--- src/serial_frame_decoder_macros.svh ---
// ----------------------------------------------------------------------------
// serial_frame_decoder_macros.svh
// Assertion macros shared by the serial frame decoder RTL.
// ----------------------------------------------------------------------------
`ifndef SERIAL_FRAME_DECODER_MACROS_SVH
`define SERIAL_FRAME_DECODER_MACROS_SVH

`ifndef SYNTH
// Checked only outside reset.
`define SFD_ASSERT(label, clk, rst, prop) \
   label: assert property (@(posedge clk) disable iff (rst) prop) \
      else $error("serial_frame_decoder assertion failed");
// Checked in every cycle, reset included.
`define SFD_ASSERT_ALWAYS(label, clk, prop) \
   label: assert property (@(posedge clk) prop) \
      else $error("serial_frame_decoder assertion failed");
`else
`define SFD_ASSERT(label, clk, rst, prop)
`define SFD_ASSERT_ALWAYS(label, clk, prop)
`endif

`endif

--- src/sfd_pkg.sv ---
// ----------------------------------------------------------------------------
// sfd_pkg
// Types, register indexes, status codes and sizes of the serial frame decoder.
// ----------------------------------------------------------------------------
package sfd_pkg;

   localparam int MAX_RAW_BYTES = 511;
   localparam int RAW_W         = $clog2(MAX_RAW_BYTES + 1);
   localparam int DATA_W        = 8;
   localparam int IDX_W         = 9;
   localparam int STATUS_W      = 3;
   localparam int CSR_IDX_W     = 3;

   localparam logic [RAW_W-1:0] RAW_MAX   = RAW_W'(MAX_RAW_BYTES);
   localparam logic [IDX_W-1:0] INDEX_MAX = {IDX_W{1'b1}};

   // raw byte positions within a frame
   localparam logic [RAW_W-1:0] POS_SYNC    = RAW_W'(0);
   localparam logic [RAW_W-1:0] POS_DEST    = RAW_W'(1);
   localparam logic [RAW_W-1:0] POS_LEN     = RAW_W'(2);
   localparam logic [RAW_W-1:0] POS_OK0     = RAW_W'(3);
   localparam logic [RAW_W-1:0] POS_OK1     = RAW_W'(4);
   localparam logic [RAW_W-1:0] HEADER_LEN  = RAW_W'(3);

   // register indexes
   localparam logic [CSR_IDX_W-1:0] CSR_SYNC_CODE    = CSR_IDX_W'(0);
   localparam logic [CSR_IDX_W-1:0] CSR_ESC_MARKER   = CSR_IDX_W'(1);
   localparam logic [CSR_IDX_W-1:0] CSR_OK_CODE      = CSR_IDX_W'(2);
   localparam logic [CSR_IDX_W-1:0] CSR_HOST_ADDRESS = CSR_IDX_W'(3);
   localparam logic [CSR_IDX_W-1:0] CSR_MAX_PAYLOAD  = CSR_IDX_W'(4);

   localparam logic [DATA_W-1:0] RST_SYNC_CODE    = 8'hE0;
   localparam logic [DATA_W-1:0] RST_ESC_MARKER   = 8'hD0;
   localparam logic [DATA_W-1:0] RST_OK_CODE      = 8'h01;
   localparam logic [DATA_W-1:0] RST_HOST_ADDRESS = 8'h00;
   localparam logic [DATA_W-1:0] RST_MAX_PAYLOAD  = 8'hFF;

   // frame status codes
   localparam logic [STATUS_W-1:0] ST_GOOD       = 3'd0;
   localparam logic [STATUS_W-1:0] ST_INCOMPLETE = 3'd1;
   localparam logic [STATUS_W-1:0] ST_BAD_SYNC   = 3'd2;
   localparam logic [STATUS_W-1:0] ST_WRONG_DEST = 3'd3;
   localparam logic [STATUS_W-1:0] ST_NOT_OK     = 3'd4;
   localparam logic [STATUS_W-1:0] ST_TOO_LARGE  = 3'd5;
   localparam logic [STATUS_W-1:0] ST_LEN_MISM   = 3'd6;
   localparam logic [STATUS_W-1:0] ST_BAD_CSUM   = 3'd7;

   typedef struct packed {
      logic [DATA_W-1:0] sync_code;
      logic [DATA_W-1:0] esc_marker;
      logic [DATA_W-1:0] ok_code;
      logic [DATA_W-1:0] host_address;
      logic [DATA_W-1:0] max_payload;
   } cfg_type;

   typedef struct packed {
      logic                valid;
      logic                frame_end;
      logic [DATA_W-1:0]   payload_byte;
      logic [IDX_W-1:0]    payload_index;
      logic [STATUS_W-1:0] frame_status;
   } result_type;

endpackage

--- src/serial_frame_decoder.sv ---
// ----------------------------------------------------------------------------
// serial_frame_decoder
// Decodes escaped serial frames into payload bytes and one status per burst.
// ----------------------------------------------------------------------------
//  channel   dir  handshake              payload
//  req_      in   req_valid/req_ready    req_rx_byte, req_burst_last
//  rsp_      out  rsp_valid/rsp_ready    rsp_frame_end, rsp_payload_byte,
//                                        rsp_payload_index, rsp_frame_status
//  csr_      in   csr_valid/csr_ready    csr_index, csr_data
//
//  One request per cycle while req_ready is high; each result is registered.
//  Input register feeds the decode logic, which writes the result register.
//  Throughput is set by the single decode stage: one byte per clock unless stalled.
//  rsp_ready low with a full result register stalls the decode stage; req_ready
//  drops once the input register is also full. csr_ready is always high.
//  Synchronous reset restores register defaults and re-arms the frame state.
// ----------------------------------------------------------------------------
`include "serial_frame_decoder_macros.svh"

module serial_frame_decoder (
   input  logic                             clock,
   input  logic                             reset,
   input  logic                             req_valid,
   output logic                             req_ready,
   input  logic [sfd_pkg::DATA_W-1:0]       req_rx_byte,
   input  logic                             req_burst_last,
   output logic                             rsp_valid,
   input  logic                             rsp_ready,
   output logic                             rsp_frame_end,
   output logic [sfd_pkg::DATA_W-1:0]       rsp_payload_byte,
   output logic [sfd_pkg::IDX_W-1:0]        rsp_payload_index,
   output logic [sfd_pkg::STATUS_W-1:0]     rsp_frame_status,
   input  logic                             csr_valid,
   output logic                             csr_ready,
   input  logic [sfd_pkg::CSR_IDX_W-1:0]    csr_index,
   input  logic [sfd_pkg::DATA_W-1:0]       csr_data
);

   sfd_pkg::cfg_type    cfg;
   sfd_pkg::result_type result;

   logic                       in_valid_ff, in_valid_in;
   logic [sfd_pkg::DATA_W-1:0] in_byte_ff;
   logic                       in_last_ff;
   logic                       advance;
   logic                       req_accept;

   logic                         rsp_valid_ff, rsp_valid_in;
   logic                         rsp_frame_end_ff;
   logic [sfd_pkg::DATA_W-1:0]   rsp_byte_ff;
   logic [sfd_pkg::IDX_W-1:0]    rsp_index_ff;
   logic [sfd_pkg::STATUS_W-1:0] rsp_status_ff;

   assign csr_ready = 1'b1;

   sfd_csr u_csr (
      .clock    (clock),
      .reset    (reset),
      .wr_en    (csr_valid),
      .wr_index (csr_index),
      .wr_data  (csr_data),
      .cfg      (cfg)
   );

   assign advance    = in_valid_ff && (!rsp_valid_ff || rsp_ready);
   assign req_ready  = !in_valid_ff || advance;
   assign req_accept = req_valid && req_ready;

   assign in_valid_in  = req_accept || (in_valid_ff && !advance);
   assign rsp_valid_in = (rsp_valid_ff && !rsp_ready) || (advance && result.valid);

   always_ff @(posedge clock) begin
      if (reset) begin
         in_valid_ff  <= 1'b0;
         rsp_valid_ff <= 1'b0;
      end else begin
         in_valid_ff  <= in_valid_in;
         rsp_valid_ff <= rsp_valid_in;
      end
   end

   always_ff @(posedge clock) begin
      if (req_accept) begin
         in_byte_ff <= req_rx_byte;
         in_last_ff <= req_burst_last;
      end
      if (advance && result.valid) begin
         rsp_frame_end_ff <= result.frame_end;
         rsp_byte_ff      <= result.payload_byte;
         rsp_index_ff     <= result.payload_index;
         rsp_status_ff    <= result.frame_status;
      end
   end

   sfd_decode u_decode (
      .clock      (clock),
      .reset      (reset),
      .advance    (advance),
      .rx_byte    (in_byte_ff),
      .burst_last (in_last_ff),
      .cfg        (cfg),
      .result     (result)
   );

   assign rsp_valid         = rsp_valid_ff;
   assign rsp_frame_end     = rsp_frame_end_ff;
   assign rsp_payload_byte  = rsp_byte_ff;
   assign rsp_payload_index = rsp_index_ff;
   assign rsp_frame_status  = rsp_status_ff;

   `SFD_ASSERT_ALWAYS(a_stall_only_when_full, clock,
      !req_ready |-> (in_valid_ff && rsp_valid_ff && !rsp_ready))

endmodule

--- src/sfd_csr.sv ---
// ----------------------------------------------------------------------------
// sfd_csr
// Configuration registers of the serial frame decoder.
// ----------------------------------------------------------------------------
module sfd_csr (
   input  logic                           clock,
   input  logic                           reset,
   input  logic                           wr_en,
   input  logic [sfd_pkg::CSR_IDX_W-1:0]  wr_index,
   input  logic [sfd_pkg::DATA_W-1:0]     wr_data,
   output sfd_pkg::cfg_type               cfg
);

   sfd_pkg::cfg_type cfg_ff, cfg_in;

   always_comb begin
      cfg_in = cfg_ff;
      if (wr_en) begin
         case (wr_index)
            sfd_pkg::CSR_SYNC_CODE:    cfg_in.sync_code    = wr_data;
            sfd_pkg::CSR_ESC_MARKER:   cfg_in.esc_marker   = wr_data;
            sfd_pkg::CSR_OK_CODE:      cfg_in.ok_code      = wr_data;
            sfd_pkg::CSR_HOST_ADDRESS: cfg_in.host_address = wr_data;
            sfd_pkg::CSR_MAX_PAYLOAD:  cfg_in.max_payload  = wr_data;
            default:                   cfg_in = cfg_ff;
         endcase
      end
   end

   always_ff @(posedge clock) begin
      if (reset) begin
         cfg_ff.sync_code    <= sfd_pkg::RST_SYNC_CODE;
         cfg_ff.esc_marker   <= sfd_pkg::RST_ESC_MARKER;
         cfg_ff.ok_code      <= sfd_pkg::RST_OK_CODE;
         cfg_ff.host_address <= sfd_pkg::RST_HOST_ADDRESS;
         cfg_ff.max_payload  <= sfd_pkg::RST_MAX_PAYLOAD;
      end else begin
         cfg_ff <= cfg_in;
      end
   end

   assign cfg = cfg_ff;

endmodule

--- src/sfd_decode.sv ---
// ----------------------------------------------------------------------------
// sfd_decode
// Frame state and per-byte decode: unescaping, checksum and status checks.
// ----------------------------------------------------------------------------
`include "serial_frame_decoder_macros.svh"

module sfd_decode (
   input  logic                        clock,
   input  logic                        reset,
   input  logic                        advance,
   input  logic [sfd_pkg::DATA_W-1:0]  rx_byte,
   input  logic                        burst_last,
   input  sfd_pkg::cfg_type            cfg,
   output sfd_pkg::result_type         result
);

   logic [sfd_pkg::RAW_W-1:0]  raw_count_ff, raw_count_in;
   logic [sfd_pkg::DATA_W-1:0] length_ff, length_in;
   logic                       escape_ff, escape_in;
   logic [sfd_pkg::DATA_W-1:0] sum_ff, sum_in;
   logic [sfd_pkg::IDX_W-1:0]  decoded_ff, decoded_in;
   logic                       sync_ok_ff, sync_ok_in;
   logic                       dest_ok_ff, dest_ok_in;
   logic [1:0]                 status_ok_ff, status_ok_in;

   logic [sfd_pkg::RAW_W-1:0]  count;
   logic [sfd_pkg::RAW_W-1:0]  len_plus;
   logic [sfd_pkg::DATA_W-1:0] hdr_sum;
   logic [sfd_pkg::DATA_W-1:0] dec_byte;
   logic [sfd_pkg::DATA_W-1:0] chk;
   logic [sfd_pkg::IDX_W:0]    dec_plus;
   logic                       in_body;
   logic                       ok3, ok4;
   logic [sfd_pkg::STATUS_W-1:0] status;

   always_comb begin
      count   = (raw_count_ff < sfd_pkg::RAW_MAX) ? raw_count_ff + 1'b1 : raw_count_ff;
      in_body = (raw_count_ff >= sfd_pkg::POS_OK0);

      sync_ok_in   = sync_ok_ff;
      dest_ok_in   = dest_ok_ff;
      length_in    = length_ff;
      status_ok_in = status_ok_ff;
      hdr_sum      = sum_ff;
      if (raw_count_ff == sfd_pkg::POS_SYNC) begin
         sync_ok_in = (rx_byte == cfg.sync_code);
      end else if (raw_count_ff == sfd_pkg::POS_DEST) begin
         dest_ok_in = (rx_byte == cfg.host_address);
         hdr_sum    = sum_ff + rx_byte;
      end else if (raw_count_ff == sfd_pkg::POS_LEN) begin
         length_in = rx_byte;
         hdr_sum   = sum_ff + rx_byte;
      end else begin
         if (raw_count_ff == sfd_pkg::POS_OK0 && rx_byte == cfg.ok_code) begin
            status_ok_in[0] = 1'b1;
         end
         if (raw_count_ff == sfd_pkg::POS_OK1 && rx_byte == cfg.ok_code) begin
            status_ok_in[1] = 1'b1;
         end
      end

      // frame status on the last byte of a burst
      len_plus = sfd_pkg::RAW_W'(length_in) + sfd_pkg::HEADER_LEN;
      dec_plus = {1'b0, decoded_ff} + 1'b1;
      chk      = in_body ? rx_byte : '0;
      ok3      = (count > sfd_pkg::POS_OK0) ? status_ok_in[0] : (cfg.ok_code == '0);
      ok4      = (count > sfd_pkg::POS_OK1) ? status_ok_in[1] : (cfg.ok_code == '0);
      if (!(count > sfd_pkg::POS_LEN && count == len_plus)) begin
         status = sfd_pkg::ST_INCOMPLETE;
      end else if (!sync_ok_in) begin
         status = sfd_pkg::ST_BAD_SYNC;
      end else if (!dest_ok_in) begin
         status = sfd_pkg::ST_WRONG_DEST;
      end else if (!ok3 || !ok4) begin
         status = sfd_pkg::ST_NOT_OK;
      end else if (length_in > cfg.max_payload) begin
         status = sfd_pkg::ST_TOO_LARGE;
      end else if (dec_plus != (sfd_pkg::IDX_W + 1)'(length_in)) begin
         status = sfd_pkg::ST_LEN_MISM;
      end else if (hdr_sum != chk) begin
         status = sfd_pkg::ST_BAD_CSUM;
      end else begin
         status = sfd_pkg::ST_GOOD;
      end

      dec_byte = escape_ff ? rx_byte + 1'b1 : rx_byte;

      result       = '0;
      raw_count_in = count;
      escape_in    = escape_ff;
      sum_in       = hdr_sum;
      decoded_in   = decoded_ff;
      if (burst_last) begin
         result.valid        = 1'b1;
         result.frame_end    = 1'b1;
         result.frame_status = status;
         raw_count_in = '0;
         length_in    = '0;
         escape_in    = 1'b0;
         sum_in       = '0;
         decoded_in   = '0;
         sync_ok_in   = 1'b0;
         dest_ok_in   = 1'b0;
         status_ok_in = '0;
      end else if (in_body) begin
         if (rx_byte == cfg.esc_marker) begin
            escape_in = 1'b1;
         end else begin
            escape_in            = 1'b0;
            sum_in               = sum_ff + dec_byte;
            result.valid         = 1'b1;
            result.payload_byte  = dec_byte;
            result.payload_index = decoded_ff;
            if (decoded_ff != sfd_pkg::INDEX_MAX) begin
               decoded_in = decoded_ff + 1'b1;
            end
         end
      end
   end

   always_ff @(posedge clock) begin
      if (reset) begin
         raw_count_ff <= '0;
         length_ff    <= '0;
         escape_ff    <= 1'b0;
         sum_ff       <= '0;
         decoded_ff   <= '0;
         sync_ok_ff   <= 1'b0;
         dest_ok_ff   <= 1'b0;
         status_ok_ff <= '0;
      end else if (advance) begin
         raw_count_ff <= raw_count_in;
         length_ff    <= length_in;
         escape_ff    <= escape_in;
         sum_ff       <= sum_in;
         decoded_ff   <= decoded_in;
         sync_ok_ff   <= sync_ok_in;
         dest_ok_ff   <= dest_ok_in;
         status_ok_ff <= status_ok_in;
      end
   end

   `SFD_ASSERT(a_rearm_after_status, clock, reset,
      (advance && burst_last) |=> (raw_count_ff == '0 && decoded_ff == '0 && !escape_ff))
   `SFD_ASSERT(a_escape_cleared_by_payload, clock, reset,
      (advance && result.valid && !result.frame_end) |=> !escape_ff)
   `SFD_ASSERT(a_count_steps, clock, reset,
      (advance && !burst_last && raw_count_ff < sfd_pkg::RAW_MAX)
         |=> (raw_count_ff == $past(raw_count_ff) + 1'b1))

endmodule

--- config.mk ---
export PLATFORM = sky130hd
export DESIGN_NAME = serial_frame_decoder
export DESIGN_NICKNAME = d
export VERILOG_FILES = /design/src/sfd_pkg.sv /design/src/serial_frame_decoder.sv /design/src/sfd_csr.sv /design/src/sfd_decode.sv
export VERILOG_INCLUDE_DIRS = /design/src /design/src/src
export SDC_FILE = /design/constraint.sdc
export NUM_CORES = 1
export LEC_CHECK = 0
export BUFFER_PORTS_ARGS = -buffer_cell sky130_fd_sc_hd__buf_2
export CORE_UTILIZATION = 43
export DETAILED_ROUTE_END_ITERATION = 10
export GPL_TIMING_DRIVEN = 0
export PLACE_DENSITY_LB_ADDON = 0.15
export SETUP_SLACK_MARGIN = 0.05
export SLEW_MARGIN = 20
export SYNTH_ARGS = -nofsm -noshare
export SYNTH_HDL_FRONTEND = slang
export SYNTH_HIERARCHICAL = 1
export SYNTH_SLANG_ARGS = --single-unit
--- constraint.sdc ---
create_clock -name clock -period 3.9 [get_ports clock]
set_clock_uncertainty 0.05 [all_clocks]
set_input_delay 0.585 -clock clock [delete_from_list [all_inputs] [get_ports clock]]
set_output_delay 0.585 -clock clock [all_outputs]
set_load 0.01 [all_outputs]
==> qor.yml <==
hold_viol: 0
cts_buffers: 9
core_area_mm2: 0.0161
combPwrFrac: 0.103
rows: 46
fmax_mhz: 263
grt_pass1_wl_mm: 32.0
viasPerCell: 5.70
cp.required_ps: 3950
cts_buffer_depth: 2
p_switching_w: 0.000646
power_frac_seq: 0.509
die_w_um: 131
vias: 6205
setup_tns_ps: 0
intPower_w: 0.00175
reg2reg_slack_ps: 90
p_clk_frac: 0.388
async_flop_share: 0
rr_worst_depth: 13
clk_pin_slew_worst_paths_ps: 80
synth_cell_types: 80
post-route-period-util: 0.976
htree_levels: 3
dr.pass1.iters: 5
cp_top_family: "simple AND/OR/NAND/NOR gates"
slew_headroom: 0.263
grt_usage: 0.237
netSwitchingFraction: 0.269
worstPathCellList: "buf_6, inv_1, ha_2, or4_4, or3_4, buf_6, a32o_1, or2_2, o21ai_1, o2111ai_2, or3_4, a2bb2oi_2, o221ai_2"
syn2layout_area_growth_pct: 14.1
syn_area_per_cell_um2: 8.96
start_util: 0.445
final_max_slew_viol_count: 0
antenna_found_initial: 0
tightest_slew_ps: 1090
syn_inst: 801
min_path_type: "in2reg"
clock_sinks: 111
grt_max_degree: 22
placedCellCount: 1065
wl_per_cell_um: 18.4
die_area_mm2: 0.0172
fin_nets: 924
clk-insertion-delay-late_ps: 360
hp-start: "req_rx_byte[0]"
netlist_area_mm2: 0.00718
yosys_warnings: 6
wirelength_mm: 20.0
power_density_mw_per_mm2: 293
post-route-min-period_ps: 3810
synth_fp_nets: 858
crit_slowest_cell: "or4_4"
antenna_cells: 0
start_kind: "flip-flop"
cap_viol_max_count: 0
cts_tree: "done"
final_cells: 1088
synth-edff-count: 30
synth-seq-area-share: 0.351
io_buffers: 47
clockRootBuffer: "clkbuf_16"
crit_arrival_ps: 3850
detailed_place_hpwl_mm: 15.1
max_stage_delay_ps: 560
rsz0062_at_grt: "no"
antenna_left: 0
drt_iter0_markers: 360
drc: 0
regToRegEndpoint: "rsp_frame_status[0]"
crit_buf_inv: 3
yosys_most_used_dff: "dfxtp_1"
finalSetupViolations: 0
path_class: "reg2reg"
die_h_um: 131
cp_max_fo: 8
grt.overflow.total: 0
cp-end-kind: "flip-flop"
drive_gt1_frac: 0.143
io_pins: 49
ys_ff_latch: 111
worstHoldPathCells: 1
power_leakage_nw: 3.29
hold_end: "in_byte_ff[0]"
vdd_drop_max_mv: 0.223
status: "finished clean"
place_congestion: 0.889
grt_pass1_vias: 6016
r2r_start: "u_decode/raw_count_ff[0]"
## timing repair
action | 4_1_cts | 5_1_grt
pin swaps | 1 | 5
setup buffers | 3 | 4
setup endpoints to repair | 3 | 4
gates resized for setup | 7 | 24
hold endpoints to repair | 0 | 0
hold buffers | 0 | 0
## layout make-up
| class | instances | area, um2 |
|---|---|---|
| plain buffers | 51 | 269 |
| clock buffers | 9 | 225 |
| clock inverters | 7 | 71.3 |
| fillers | 1515 | 7930 |
| inverters | 27 | 101 |
| multi-input cells | 612 | 4410 |
| flip-flops and latches | 111 | 2520 |
| well taps | 216 | 270 |
| repair buffers | 55 | 312 |
## layer usage
| metal | up-vias | track usage | wire length [um] |
|---|---|---|---|
| li1 | 2985 | - | - |
| met1 | 2955 | 0.301 | 8910 |
| met2 | 217 | 0.391 | 9390 |
| met3 | 48 | 0.0374 | 1060 |
| met4 | 0 | 0.117 | 657 |
| met5 | - | 0 | 0 |
## cells in the final DEF, fill, tap and decap left out, types with 6 or more instances in the layout
| master | n |
|---|---|
| nand2_1 | 37 |
| buf_2 | 50 |
| nand3_1 | 27 |
| o21a_1 | 7 |
| nand4_1 | 17 |
| buf_4 | 9 |
| xor2_1 | 16 |
| dfxtp_1 | 79 |
| xnor2_1 | 54 |
| nor2b_1 | 7 |
| nand2b_1 | 40 |
| nor3_1 | 7 |
| a22oi_1 | 22 |
| clkbuf_1 | 36 |
| and2_1 | 20 |
| and3_1 | 7 |
| clkbuf_16 | 9 |
| inv_1 | 25 |
| edfxtp_1 | 30 |
| a21oi_1 | 34 |
| nor2_1 | 94 |
| mux2i_1 | 56 |
| o21ai_0 | 20 |
| buf_6 | 7 |
| ha_1 | 29 |
| a21o_1 | 6 |
## sequential cells by signal, indices dropped and copies added, names as in the netlist, 2 cells and up
name / flops
u_decode/decoded_ff: 9
u_decode/status_ok_ff: 2
u_csr/cfg: 40
u_decode/raw_count_ff: 9
in_byte_ff: 8
u_decode/length_ff: 8
rsp_frame_status: 3
rsp_payload_byte: 8
rsp_payload_index: 9
u_decode/sum_ff: 8
## metrics by stage
stage	worst slack [ps]	cell area [um2]	util	total power (W)	hold slack [ps]
after floorplan	259	7180	-	0.00140	405
after global placement	-467	7680	0.477	0.00148	415
after detailed placement	-462	7700	0.478	0.00148	426
after CTS	-5.55	8050	0.499	0.00242	331
after global routing	26.6	8190	0.508	0.00251	329
final	93.8	8190	0.508	0.00240	342
## kinds of logic after synthesis
logic type                 synth area share
AOI/OAI and AO/OA                     0.136
xor gates and xnor gates             0.0886
muxes                                0.0889
and+or+nand+nor                       0.226
adders and majority gates            0.0579
buffers and inverters                0.0504
DFF                                   0.351
other                              0.000523
## synth_stat cells (8+ instances only)
cell type | count | share of area
nor2b_1 | 8 | 0.0070
inv_1 | 25 | 0.013
mux2i_1 | 59 | 0.082
clkbuf_1 | 37 | 0.019
o21ai_0 | 21 | 0.015
xnor2_1 | 54 | 0.066
nand2b_1 | 40 | 0.035
dfxtp_1 | 81 | 0.23
nand4_1 | 17 | 0.015
ha_1 | 30 | 0.052
nor3_1 | 9 | 0.0063
and2_1 | 20 | 0.017
a22oi_1 | 22 | 0.023
nand2_1 | 37 | 0.019
xor2_1 | 16 | 0.020
edfxtp_1 | 30 | 0.13
a21oi_1 | 36 | 0.025
nor2_1 | 94 | 0.049
nand3_1 | 27 | 0.019
## worst max path at each step
stage | from | to | slack (ps) | cells past startpoint
floorplan | u_decode/raw_count_ff[0] | rsp_frame_status[2] | 260 | 17
global placement | u_decode/raw_count_ff[1] | rsp_payload_index[0] | -470 | 9
detailed placement | u_decode/raw_count_ff[0] | rsp_frame_status[2] | -460 | 17
CTS | u_decode/raw_count_ff[0] | rsp_frame_status[2] | -6 | 17
global route | u_decode/raw_count_ff[0] | rsp_frame_status[0] | 30 | 13
finish | u_decode/raw_count_ff[0] | rsp_frame_status[0] | 90 | 13
## worst register-to-register path, cell delays in order, from the launching register on
cell	delay (ps)
dfxtp_2	360
buf_6	130
inv_1	60
ha_2	210
or4_4	560
or3_4	390
buf_6	150
a32o_1	240
or2_2	350
o21ai_1	170
o2111ai_2	180
or3_4	410
a2bb2oi_2	150
o221ai_2	130
## power groups by stage
stage | Sequential, W | Clock (W) | Combinational, W
2_1_floorplan | 0.00125 | 0 | 0.000153
3_3_place_gp | 0.00125 | 0 | 0.000229
3_5_place_dp | 0.00125 | 0 | 0.000236
4_1_cts | 0.00122 | 0.000955 | 0.000239
5_1_grt | 0.00122 | 0.00101 | 0.000268
6_report | 0.00122 | 0.000930 | 0.000248
No activity file was read; power rests on OpenSTA's default activity.
